==> src/sv/wssg_pkg.sv <==
// ----------------------------------------------------------------------------
// wssg_pkg
// Types, constants and helper functions of the wire sphere segment generator.
// ----------------------------------------------------------------------------
package wssg_pkg;

  localparam int MAX_SUBDIV_DEF = 16;
  localparam int COORD_W        = 32;
  localparam int RAD_W          = 31;
  localparam int N_W            = 5;
  localparam int CLR_W          = 32;
  localparam int IN_W           = 168;
  localparam int OUT_W          = 224;
  localparam int V_W            = 34;
  localparam int PT_W           = 2 * V_W;
  localparam int CORDIC_STEPS   = 30;

  localparam logic [30:0]           HALF_PI_Q30 = 31'h6487ED51;
  localparam logic signed [V_W-1:0] CORDIC_GAIN = 34'sh026DD3B6A;

  typedef enum logic [3:0] {
    ST_IDLE,
    ST_DIVI,
    ST_DIV,
    ST_ANG,
    ST_ROT,
    ST_MULC,
    ST_MULS,
    ST_WR,
    ST_LD0,
    ST_LD0W,
    ST_SEGRD,
    ST_SEGW,
    ST_SEGOUT
  } state_t;

  typedef struct packed {
    logic       load;
    logic       div_init;
    logic       div_step;
    logic       ang_load;
    logic       rot_step;
    logic       mul_c;
    logic       mul_s;
    logic       ram_we;
    logic       ld_p0;
    logic       seg_load;
    logic       wrap;
    logic       adv;
    logic       new_circ;
    logic [4:0] rot_k;
    logic [1:0] circ;
  } dp_cmd_t;

  typedef struct packed {
    logic [N_W-1:0] n_eff;
    logic           in_n_zero;
  } dp_sts_t;

  function automatic logic [31:0] atan_q30(logic [4:0] k);
    logic [31:0] v;
    case (k)
      5'd0:  v = 32'h3243F6A8;
      5'd1:  v = 32'h1DAC6705;
      5'd2:  v = 32'h0FADBAFC;
      5'd3:  v = 32'h07F56EA6;
      5'd4:  v = 32'h03FEAB76;
      5'd5:  v = 32'h01FFD55B;
      5'd6:  v = 32'h00FFFAAA;
      5'd7:  v = 32'h007FFF55;
      5'd8:  v = 32'h003FFFEA;
      5'd9:  v = 32'h001FFFFD;
      5'd10: v = 32'h000FFFFF;
      5'd11: v = 32'h0007FFFF;
      5'd12: v = 32'h0003FFFF;
      5'd13: v = 32'h0001FFFF;
      5'd14: v = 32'h0000FFFF;
      5'd15: v = 32'h00007FFF;
      5'd16: v = 32'h00003FFF;
      5'd17: v = 32'h00001FFF;
      5'd18: v = 32'h00000FFF;
      5'd19: v = 32'h000007FF;
      5'd20: v = 32'h000003FF;
      5'd21: v = 32'h000001FF;
      5'd22: v = 32'h000000FF;
      5'd23: v = 32'h0000007F;
      5'd24: v = 32'h0000003F;
      5'd25: v = 32'h0000001F;
      5'd26: v = 32'h0000000F;
      5'd27: v = 32'h00000007;
      5'd28: v = 32'h00000003;
      5'd29: v = 32'h00000001;
      default: v = 32'h00000000;
    endcase
    return v;
  endfunction

  function automatic logic [31:0] sat_add(logic [31:0] cen, logic [V_W-1:0] off);
    logic signed [34:0] s;
    s = 35'($signed(cen)) + 35'($signed(off));
    if (s > 35'sd2147483647) begin
      return 32'h7FFFFFFF;
    end else if (s < -35'sd2147483648) begin
      return 32'h80000000;
    end
    return s[31:0];
  endfunction

endpackage

==> src/sv/wssg_ctrl.sv <==
// ----------------------------------------------------------------------------
// wssg_ctrl
// Sequencer for point generation and segment emission.
// ----------------------------------------------------------------------------
module wssg_ctrl #(
  parameter int MAX_SUBDIV = wssg_pkg::MAX_SUBDIV_DEF,
  parameter int CW         = $clog2(MAX_SUBDIV + 1),
  parameter int AW         = (MAX_SUBDIV > 1) ? $clog2(MAX_SUBDIV) : 1
) (
  input  logic              clk,
  input  logic              rst_n,
  input  logic              in_tvalid,
  output logic              in_tready,
  output logic              out_tvalid,
  input  logic              out_tready,
  input  wssg_pkg::dp_sts_t sts,
  output wssg_pkg::dp_cmd_t cmd,
  output logic [CW-1:0]     idx,
  output logic [AW-1:0]     raddr
);

  localparam int NUMW = CW + 32;
  localparam int CNTW = $clog2(NUMW);

  wssg_pkg::state_t state_r, state_nxt;
  logic [CW-1:0]   idx_r, idx_nxt;
  logic [1:0]      circ_r, circ_nxt;
  logic [CNTW-1:0] cnt_r, cnt_nxt;
  logic            wrap;
  logic            div_end, rot_end;

  assign wrap    = (5'(idx_r) + 5'd1) == sts.n_eff;
  assign div_end = cnt_r == CNTW'(NUMW - 1);
  assign rot_end = cnt_r == CNTW'(wssg_pkg::CORDIC_STEPS - 1);

  always_ff @(posedge clk) begin
    if (!rst_n) begin
      state_r <= wssg_pkg::ST_IDLE;
      idx_r   <= '0;
      circ_r  <= '0;
      cnt_r   <= '0;
    end else begin
      state_r <= state_nxt;
      idx_r   <= idx_nxt;
      circ_r  <= circ_nxt;
      cnt_r   <= cnt_nxt;
    end
  end

  always_comb begin
    state_nxt = state_r;
    unique case (state_r)
      wssg_pkg::ST_IDLE:
        if (in_tvalid && !sts.in_n_zero) state_nxt = wssg_pkg::ST_DIVI;
      wssg_pkg::ST_DIVI: state_nxt = wssg_pkg::ST_DIV;
      wssg_pkg::ST_DIV:  if (div_end) state_nxt = wssg_pkg::ST_ANG;
      wssg_pkg::ST_ANG:  state_nxt = wssg_pkg::ST_ROT;
      wssg_pkg::ST_ROT:  if (rot_end) state_nxt = wssg_pkg::ST_MULC;
      wssg_pkg::ST_MULC: state_nxt = wssg_pkg::ST_MULS;
      wssg_pkg::ST_MULS: state_nxt = wssg_pkg::ST_WR;
      wssg_pkg::ST_WR:   state_nxt = wrap ? wssg_pkg::ST_LD0 : wssg_pkg::ST_DIVI;
      wssg_pkg::ST_LD0:  state_nxt = wssg_pkg::ST_LD0W;
      wssg_pkg::ST_LD0W: state_nxt = wssg_pkg::ST_SEGRD;
      wssg_pkg::ST_SEGRD: state_nxt = wssg_pkg::ST_SEGW;
      wssg_pkg::ST_SEGW:  state_nxt = wssg_pkg::ST_SEGOUT;
      wssg_pkg::ST_SEGOUT:
        if (out_tready) begin
          state_nxt = (wrap && circ_r == 2'd2) ? wssg_pkg::ST_IDLE : wssg_pkg::ST_SEGRD;
        end
      default: state_nxt = wssg_pkg::ST_IDLE;
    endcase
  end

  always_comb begin
    idx_nxt  = idx_r;
    circ_nxt = circ_r;
    cnt_nxt  = cnt_r;
    case (state_r)
      wssg_pkg::ST_IDLE: idx_nxt = '0;
      wssg_pkg::ST_DIVI: cnt_nxt = '0;
      wssg_pkg::ST_DIV:  cnt_nxt = div_end ? '0 : cnt_r + 1'b1;
      wssg_pkg::ST_ANG:  cnt_nxt = '0;
      wssg_pkg::ST_ROT:  cnt_nxt = cnt_r + 1'b1;
      wssg_pkg::ST_WR:   if (!wrap) idx_nxt = idx_r + 1'b1;
      wssg_pkg::ST_LD0W: begin
        idx_nxt  = '0;
        circ_nxt = '0;
      end
      wssg_pkg::ST_SEGOUT:
        if (out_tready) begin
          if (wrap) begin
            idx_nxt  = '0;
            circ_nxt = circ_r + 1'b1;
          end else begin
            idx_nxt = idx_r + 1'b1;
          end
        end
      default: ;
    endcase
  end

  always_comb begin
    cmd        = '0;
    cmd.rot_k  = cnt_r[4:0];
    cmd.circ   = circ_r;
    cmd.wrap   = wrap;
    in_tready  = 1'b0;
    out_tvalid = 1'b0;
    raddr      = '0;
    unique case (state_r)
      wssg_pkg::ST_IDLE: begin
        in_tready = 1'b1;
        cmd.load  = in_tvalid;
      end
      wssg_pkg::ST_DIVI:  cmd.div_init = 1'b1;
      wssg_pkg::ST_DIV:   cmd.div_step = 1'b1;
      wssg_pkg::ST_ANG:   cmd.ang_load = 1'b1;
      wssg_pkg::ST_ROT:   cmd.rot_step = 1'b1;
      wssg_pkg::ST_MULC:  cmd.mul_c = 1'b1;
      wssg_pkg::ST_MULS:  cmd.mul_s = 1'b1;
      wssg_pkg::ST_WR:    cmd.ram_we = 1'b1;
      wssg_pkg::ST_LD0:   raddr = '0;
      wssg_pkg::ST_LD0W:  cmd.ld_p0 = 1'b1;
      wssg_pkg::ST_SEGRD: raddr = AW'(idx_r + 1'b1);
      wssg_pkg::ST_SEGW:  cmd.seg_load = 1'b1;
      wssg_pkg::ST_SEGOUT: begin
        out_tvalid   = 1'b1;
        cmd.adv      = out_tready;
        cmd.new_circ = wrap;
      end
      default: ;
    endcase
  end

  assign idx = idx_r;

endmodule

==> config.mk <==
export PLATFORM = sky130hd
export DESIGN_NAME = wssg_ctrl
export DESIGN_NICKNAME = d
export VERILOG_FILES = /design/src/sv/wssg_pkg.sv /design/src/sv/wssg_ctrl.sv
export SDC_FILE = /design/constraint.sdc
export NUM_CORES = 1
export LEC_CHECK = 0
export ABC_AREA = 1
export BUFFER_PORTS_ARGS = -buffer_cell sky130_fd_sc_hd__buf_4
export CAP_MARGIN = 25
export CORE_ASPECT_RATIO = 0.75
export CORE_MARGIN = 8
export CORE_UTILIZATION = 50
export DETAILED_ROUTE_END_ITERATION = 8
export PLACE_DENSITY = 0.79
export SLEW_MARGIN = 20
export SYNTH_ARGS = -nofsm -noshare
export SYNTH_HDL_FRONTEND = slang
export SYNTH_SLANG_ARGS = --single-unit
==> constraint.sdc <==
create_clock -name clk -period 2 [get_ports clk]
set_input_delay 0.2 -clock clk [delete_from_list [all_inputs] [get_ports clk]]
set_output_delay 0.2 -clock clk [all_outputs]
set_load 0.05 [all_outputs]
# ---- Word-level counts from Yosys, hierarchy flattened
# Cells that the tools add are included.
dict set report op_classes {
  add_sub_neg 3
  n_reduce_logical 12
  n_mux 30
  n_eq_ne 22
}
# cell n
set op_table {}
lappend op_table {{4-bit one-hot mux with 13 select lines} 1}
lappend op_table {{4-bit two-way mux} 7}
lappend op_table {{4-bit == test (second input constant)} 5}
lappend op_table {{6-bit one-hot mux with 3 select lines} 1}
lappend op_table {{4-bit by 3-bit == test with 1-bit output (second input constant)} 4}
lappend op_table {{5-bit two-way mux} 3}
lappend op_table {{5-bit one-hot mux with 3 select lines} 1}
lappend op_table {{1-bit two-way mux} 12}
lappend op_table {{2-bit inequality test (second input constant)} 6}
lappend op_table {{4-bit by 2-bit == test with 1-bit output (second input constant)} 2}
lappend op_table {{6-bit by 1-bit adder with 6-bit output (second input constant)} 1}
lappend op_table {{6-bit by 5-bit == test with 1-bit output (second input constant)} 1}
lappend op_table {{6-bit == test (second input constant)} 1}
lappend op_table {{2-bit two-way mux} 3}
lappend op_table {{6-bit two-way mux} 1}
lappend op_table {{3-bit AND reduction} 2}
lappend op_table {{3-bit nonzero test} 2}
lappend op_table {{5-bit by 1-bit adder with 5-bit output (second input constant)} 1}
lappend op_table {{5-bit == test} 1}
lappend op_table {{4-bit by 1-bit == test with 1-bit output (second input constant)} 1}
lappend op_table {{4-bit logical NOT} 1}
lappend op_table {{2-bit one-hot mux with 2 select lines} 1}
lappend op_table {{4-bit AND reduction} 1}
lappend op_table {{2-bit OR reduction} 2}
lappend op_table {{5 further kinds} 6}
dict set report totals {
  output_inout_bits 31
  regBits 17
}

# ---- Depth between registers and ports, before layout
# Gate-level depths: netlist (run 1).
dict set report depth {
  ltp_word 6
  mapped_depth 14
}

# ---- Worst setup path after synthesis (run 1)
# Ideal clock, no wire load.
dict set report synth_path {
  path_kind {flip-flop to flip-flop}
  startpoint {reg idx_r[0], in the netlist idx[0]}
  endpoint {reg idx_r[2], in the netlist idx[2]}
  arrival_time_ps 2458
  stages_incl_launch_ff 13
  path_buffers 0
  synth_period_minus_slack_ps 2579
  t_required_ps 1879
  path_slack_ps -579
  path_cell_list {dfxtp_1 ha_1 inv_2 nand2_1 nand2_1 nand2_1 nand3_1 nor2_2 nand3_2 nor2_1 nor3_1 nand2_1 a21oi_1}
}
dict set report synth_via {
  elab_chain_len 5
  elab_cells_between_ends 8
  cone_classes {1 x add/sub; 2 x eq/ne; 4 x mux; 1 x reduce/logical}
}
# element line
set synth_lines {}
lappend synth_lines {{start, declared} wssg_ctrl.sv:26} ;# logic [CW-1:0] idx_r, idx_nxt;
lappend synth_lines {{start signal, assigned} wssg_ctrl.sv:44} ;# idx_r <= idx_nxt;
lappend synth_lines {{5-bit by 1-bit adder with 5-bit output (*)} --}
lappend synth_lines {{5-bit == test} wssg_ctrl.sv:32} ;# assign wrap = (5'(idx_r) + 5'd1) == sts.n_eff;
lappend synth_lines {{5-bit two-way mux} wssg_ctrl.sv:91} ;# if (wrap) begin
lappend synth_lines {{5-bit two-way mux} wssg_ctrl.sv:90} ;# if (out_tready) begin
lappend synth_lines {{5-bit one-hot mux with 3 select lines} wssg_ctrl.sv:78} ;# case (state_r)
# Mark *: on every way between the ends. The rest lies on a longest branch, timed or not. The select of a mux whose other input is x is not followed.
# A chain may end at the register's enable or synchronous reset.

==> flow_summary.yaml, run 1 <==
pwr:
  p_leak_nw: 0.837
  power.density_nw_per_um2: 935
  ir_worst_vdd_uv: 539
place:
  placed_cells: 280
  gp_congestion: 0.895
  dpl-instance-area_um2: 1590
  post-dp-hpwl_um: 2790
  io_buffers: 40
timing:
  fmax_mhz: 501
  hold_viol_final: 0
  max_slew_margin_pct: 77.2
  rsz0062_at_grt: "true"
  slew_violations: 0
  fin_skew_ns: 0.00379
  tightest_slew_ns: 0.342
  setup_viol: 0
  fin_crit_ns: 2.00
  fin_crit_sh_pct: 99.8
yosys:
  seq_area_frac_synth_pct: 26.4
  netlist-cell-type-count: 25
  synth-seq-cells: 17
  yosysWarnings: 0
  synth_cells: 211
  syn-cell-area_um2: 1290
  syn-num-nets: 226
  avgSynthCellArea_um2: 6.11
final_layout:
  final_cells: 290
  design_area_um2: 1730
  layout.nets: 270
  drive_gt1_share_pct: 31.9
  syn2layout_area_growth_pct: 34.3
  n_antenna_cell: 0
  fill_cells: 241
  post-route-util_pct: 68.6
floorplanning:
  initial_core_util_pct: 51.1
  die_y_um: 60.0
  fp.coreArea_um2: 2520
  fp.dieW_um: 74.6
  dieArea_um2: 4470
  io-pin-count: 41
  row_count: 16
clock_tree:
  hold_buffers: 0
  cts.path.max_buffers: 2
  root_buffer: "clkbuf_4"
  cts_made_buffers: 3
  clk_pin_slew_ns: 0.10
  clock_latency_ns: 0.29
  cts_tree: "done"
  htree_levels: 1
  cts_sinks: 17
hold_path:
  hold_class: "in2reg"
  min_from: "rst_n"
drt:
  ant_nets: 0
  vias: 1427
  via_per_inst: 4.92
  post-route-drc-count: 0
  routed_wl_um: 3610
  drt_iter0_markers: 108
  dr.pass1.iters: 4
  routedWlPerCell_um: 12.4
global_routing:
  grt_pass1_wl_um: 5840
  gr-total-overflow: 0
  grt_max_degree: 12
  grt_pass1_vias: 1301
  antenna_found_initial: 0
  grt_usage_pct: 16.5
setup_path:
  r2r_start: "idx[1]"
  cp-startpoint: "idx[1]"
  arrival_ns: 1.80
  cp-end-kind: "primary output"
  critPathLaunchType: "flip-flop"
  cp_max_fo: 3
  crit_required_ns: 1.80
  rrSetupSlack_ns: 0.12
  crit_type: "reg2out"
job:
  cap_viol_max_count: 0
run_status:
  status: "finished clean"
[registers in the layout, indices dropped and copies added, names as in the netlist]
signal / cells
cnt_r: 6
idx: 5
state_r: 4
circ_r: 2
[Yosys cell counts]
| master | count | share of area, % |
|---|---|---|
| nor3b_1 | 1 | 0.58 |
| nand3_2 | 1 | 0.78 |
| clkinv_1 | 1 | 0.29 |
| clkinv_2 | 1 | 0.39 |
| nor2_4 | 1 | 0.87 |
| buf_4 | 7 | 4.1 |
| nand3b_1 | 2 | 1.2 |
| a21oi_1 | 15 | 5.8 |
| xor2_1 | 3 | 2.0 |
| ha_1 | 5 | 4.9 |
| nor2_2 | 6 | 2.9 |
| nor3_1 | 4 | 1.6 |
| nor2_1 | 29 | 8.4 |
| o21ai_0 | 1 | 0.39 |
| nand2_1 | 44 | 13 |
| inv_1 | 32 | 9.3 |
| a21oi_2 | 1 | 0.68 |
| o21ai_2 | 1 | 0.68 |
| a31oi_1 | 2 | 0.97 |
| nand3_1 | 14 | 5.4 |
| dfxtp_1 | 17 | 26 |
| nand2_2 | 3 | 1.5 |
| o21ai_1 | 3 | 1.2 |
| nand4_1 | 10 | 4.9 |
| inv_2 | 7 | 2.0 |
[critical path, stage by stage, from the launching register on]
cell and delay (ns):
dfxtp_4 0.37, ha_4 0.29, inv_2 0.04, nand2_1 0.04
nand2_1 0.05, nor2_2 0.10, nand3_2 0.09, nor2_4 0.12
nand3_4 0.10, nor2_4 0.13, buf_8 0.16
[what timing repair did]
action	CTS	global route
buffers inserted	5	1
pin swaps	6	6
resized for setup	8	9
endpoints found under the setup margin	3	10
[cell type report]
cell class / count / area (um2) / share of cell area, %
Sequential cell: 17 / 350 / 20.2
Clock inverter: 1 / 7.51 / 0.434
Tap cell: 36 / 45.0 / 2.60
Inverter: 41 / 156 / 9.04
Multi-Input combinational cell: 146 / 788 / 45.6
Clock buffer: 3 / 22.5 / 1.30
Timing Repair Buffer: 46 / 360 / 20.8
[routing by layer]
metal | global-route usage (%) | part of all wire (%)
met1 | 22.9 | 49
met2 | 24.2 | 42
met3 | 3.52 | 8.7
met4 | 5.83 | 0.75
met5 | 0 | 0
[power breakdown]
| part | switching (mW) | leakage, nW | internal (mW) | total [mW] |
|---|---|---|---|---|
| combinational | 0.647 | 0.683 | 0.315 | 0.962 |
| sequential | 0.0739 | 0.140 | 0.391 | 0.464 |
| clock | 0.115 | 0.0139 | 0.0761 | 0.191 |
| total | 0.836 | 0.837 | 0.782 | 1.62 |
[logic make-up (layout without fill, tap and decap cells)]
| group | after synthesis | after routing | share of synthesized area [%] |
|---|---|---|---|
| buf+inv | 48 | 91 | 16.1 |
| simple gates | 115 | 115 | 40.9 |
| fa+ha+maj | 5 | 5 | 4.85 |
| compound gates | 23 | 23 | 9.71 |
| flops | 17 | 17 | 26.4 |
| xor+xnor | 3 | 3 | 2.04 |
[cell usage in the layout, fill, tap and decap left out]
cell type,instances
nor2_2,6
dfxtp_1,13
ha_1,4
clkinvlp_4,1
inv_1,31
nand3b_1,2
nor2_1,27
a21oi_2,1
a21oi_1,15
dfxtp_2,2
nand4_1,10
clkinv_1,1
a31oi_1,2
nand2_1,43
xor2_1,3
nand2_4,1
o21ai_0,1
nand3_4,1
nor3b_1,1
o21ai_1,3
nor2_4,3
dfxtp_4,2
nand3_2,1
buf_8,2
nand2_2,3
nor3_1,4
o21ai_2,1
inv_4,1
buf_4,44
inv_2,8
ha_4,1
clkbuf_4,3
nand3_1,13
[per-stage QoR]
stage          total power [mW]  setup WS (ns)  TNS (ns)  hold slack, ns
6_report                   1.62        0.00395         0           0.177
4_1_cts                    1.58        -0.0906    -0.107           0.170
3_5_place_dp               1.32        0.00971         0           0.471
2_1_floorplan              1.11         0.0223         0           0.334
3_3_place_gp               1.31         0.0504         0           0.475
5_1_grt                    1.73        -0.0894    -0.120           0.184
[path summary, 6_finish.rpt]
check	end	cells past startpoint
setup / recovery	cmd[7]	10
hold / removal	idx[0]	3
setup reg to reg	circ_r[1]	15
hold reg to reg	circ_r[0]	2
Note: power is estimated with default switching activity, not from simulation.
==> run 2: changes to the inputs <==
--- a/config.mk
+++ b/config.mk
@@ -11,9 +11,11 @@
 export CORE_ASPECT_RATIO = 0.75
 export CORE_MARGIN = 8
 export CORE_UTILIZATION = 50
+export CTS_BUF_LIST = sky130_fd_sc_hd__clkbuf_16
 export DETAILED_ROUTE_END_ITERATION = 8
 export PLACE_DENSITY = 0.79
-export SLEW_MARGIN = 20
+export SETUP_SLACK_MARGIN = 0.3
+export SLEW_MARGIN = 10
 export SYNTH_ARGS = -nofsm -noshare
 export SYNTH_HDL_FRONTEND = slang
 export SYNTH_SLANG_ARGS = --single-unit
==> flow_summary.yaml, run 2 (synthesis results as in run 1) <==
drt:
  ant_nets: 0
  post-route-drc-count: 0
  vias: 1510
  dr.pass1.iters: 5
  routed_wl_um: 4200
  drt_iter0_markers: 128
  via_per_inst: 5.15
  routedWlPerCell_um: 14.3
timing:
  tightest_slew_ns: 0.344
  fin_crit_ns: 1.97
  fmax_mhz: 507
  fin_crit_sh_pct: 98.6
  fin_ws_ns: 0.0284
  slew_violations: 0
  rsz0062_at_grt: "true"
  setup_viol: 0
  fin_skew_ns: 0.00110
  max_slew_margin_pct: 76.9
  hold_viol_final: 0
pwr:
  p_clk_share_pct: 21.0
  combPwrFrac_pct: 54.5
  ir_worst_vdd_uv: 926
  p_switching_mw: 0.939
  p_sw_share_pct: 47.8
  fin_total_pwr_mw: 1.96
  p_int_mw: 1.02
  power.density_nw_per_um2: 1030
  sequentialPowerShare_pct: 24.4
  p_leak_nw: 0.888
final_layout:
  syn2layout_area_growth_pct: 47.8
  n_antenna_cell: 0
  largest_reg_flops: 6
  largest_register: "cnt_r"
  final_cell_mix: "buf_4, nand2_1, inv_1"
  fill_cells: 208
  layout.nets: 273
  drive_gt1_share_pct: 40.1
  mostFrequentLayoutCell: "buf_4"
place:
  post-dp-hpwl_um: 2850
  gp_congestion: 0.870
  io_buffers: 40
  post-place-ws_ns: 0.164
setup_path:
  cp_max_fo: 3
  crit_type: "reg2out"
  rrSetupSlack_ns: 0.11
  critPathLaunchType: "flip-flop"
  arrival_ns: 1.77
  cp-end-kind: "primary output"
  r2r_start: "idx[1]"
  worstReg2RegEnd: "idx[3]"
  r2r_cells: 13
  crit_required_ns: 1.80
hold_path:
  min_from: "rst_n"
  hold_class: "in2reg"
  min_path_cells: 3
  worst_hold_path.endpoint: "idx[3]"
floorplanning:
  dieArea_um2: 4470
  fp.coreArea_um2: 2520
  initial_core_util_pct: 51.1
  die_y_um: 60.0
  io-pin-count: 41
  row_count: 16
  fp.dieW_um: 74.6
clock_tree:
  cts_made_buffers: 3
  root_buffer: "clkbuf_16"
  htree_levels: 1
  cts.path.max_buffers: 2
  clk_pin_slew_ns: 0.05
  clock_latency_ns: 0.25
  cts_tree: "done"
  cts_sinks: 17
run_status:
  status: "finished clean"
global_routing:
  grt_usage_pct: 17.6
  grt_pass1_vias: 1313
  grt_max_degree: 12
  gr-total-overflow: 0
  antenna_found_initial: 0
  grt_pass1_wl_um: 6150
job:
  cap_viol_max_count: 0
-- run 2: critical path, stage by stage, from the launching register on --
cell and delay, ns:
dfxtp_4 0.35, ha_4 0.27, inv_2 0.03, nand2_1 0.04
nand2_1 0.05, nor2_1 0.09, nand3_1 0.09, nor2_2 0.12
nand3_2 0.13, nor2_4 0.17, buf_8 0.16
-- run 2: worst max-delay path by stage --
stage                     startpoint         to  slack, ns  cells past startpoint
after floorplan               idx[0]     idx[2]       0.16                     12
after detailed placement      idx[0]  circ_r[0]       0.16                     14
after global placement        idx[0]  circ_r[0]       0.20                     14
after CTS                     idx[0]     cmd[7]       0.06                     10
final                         idx[1]     cmd[7]       0.03                     10
after global routing          idx[1]     cmd[7]      -0.04                     10
-- run 2: through the flow --
stage	area, um2	cells	TNS [ns]	utilization [%]	hold WS, ns
after floorplan	1330	211	0	-	0.332
after global placement	1620	280	0	64.2	0.475
after detailed placement	1620	280	0	64.2	0.476
after CTS	1800	290	0	71.5	0.221
after global routing	1900	293	-0.0417	75.5	0.215
final	1900	293	0	75.5	0.214
-- run 2: cell type report --
cell class	instances	area (um2)	share of cell area (%)
clock buffer	3	75.1	3.94
clock inverter	1	7.51	0.394
inverter	41	159	8.34
multi-input combinational	146	861	45.2
sequential	17	359	18.9
tap	36	45.0	2.37
timing repair buffer	49	398	20.9
-- run 2: power by group through the flow --
stage	clock, mW	combinational (mW)	sequential, mW
finish	0.413	1.07	0.480
global route	0.439	1.14	0.483
CTS	0.416	0.959	0.467
detailed placement	0	0.866	0.487
global placement	0	0.860	0.485
floorplan	0	0.605	0.536
-- run 2: repair_timing --
action / CTS / global route
gates cloned: 0 / 0
setup endpoints to repair: 14 / 19
pin swaps: 9 / 9
resized for setup: 16 / 22
buffers inserted: 6 / 3
hold buffers: 0 / 0
-- run 2: routing by layer --
metal / GRT usage [%] / routed length (um) / vias up
li1: - / - / 763
met1: 24.5 / 1810 / 679
met2: 26.3 / 1990 / 64
met3: 5.19 / 376 / 4
met4: 2.50 / 21 / 0
met5: 0 / 0 / -
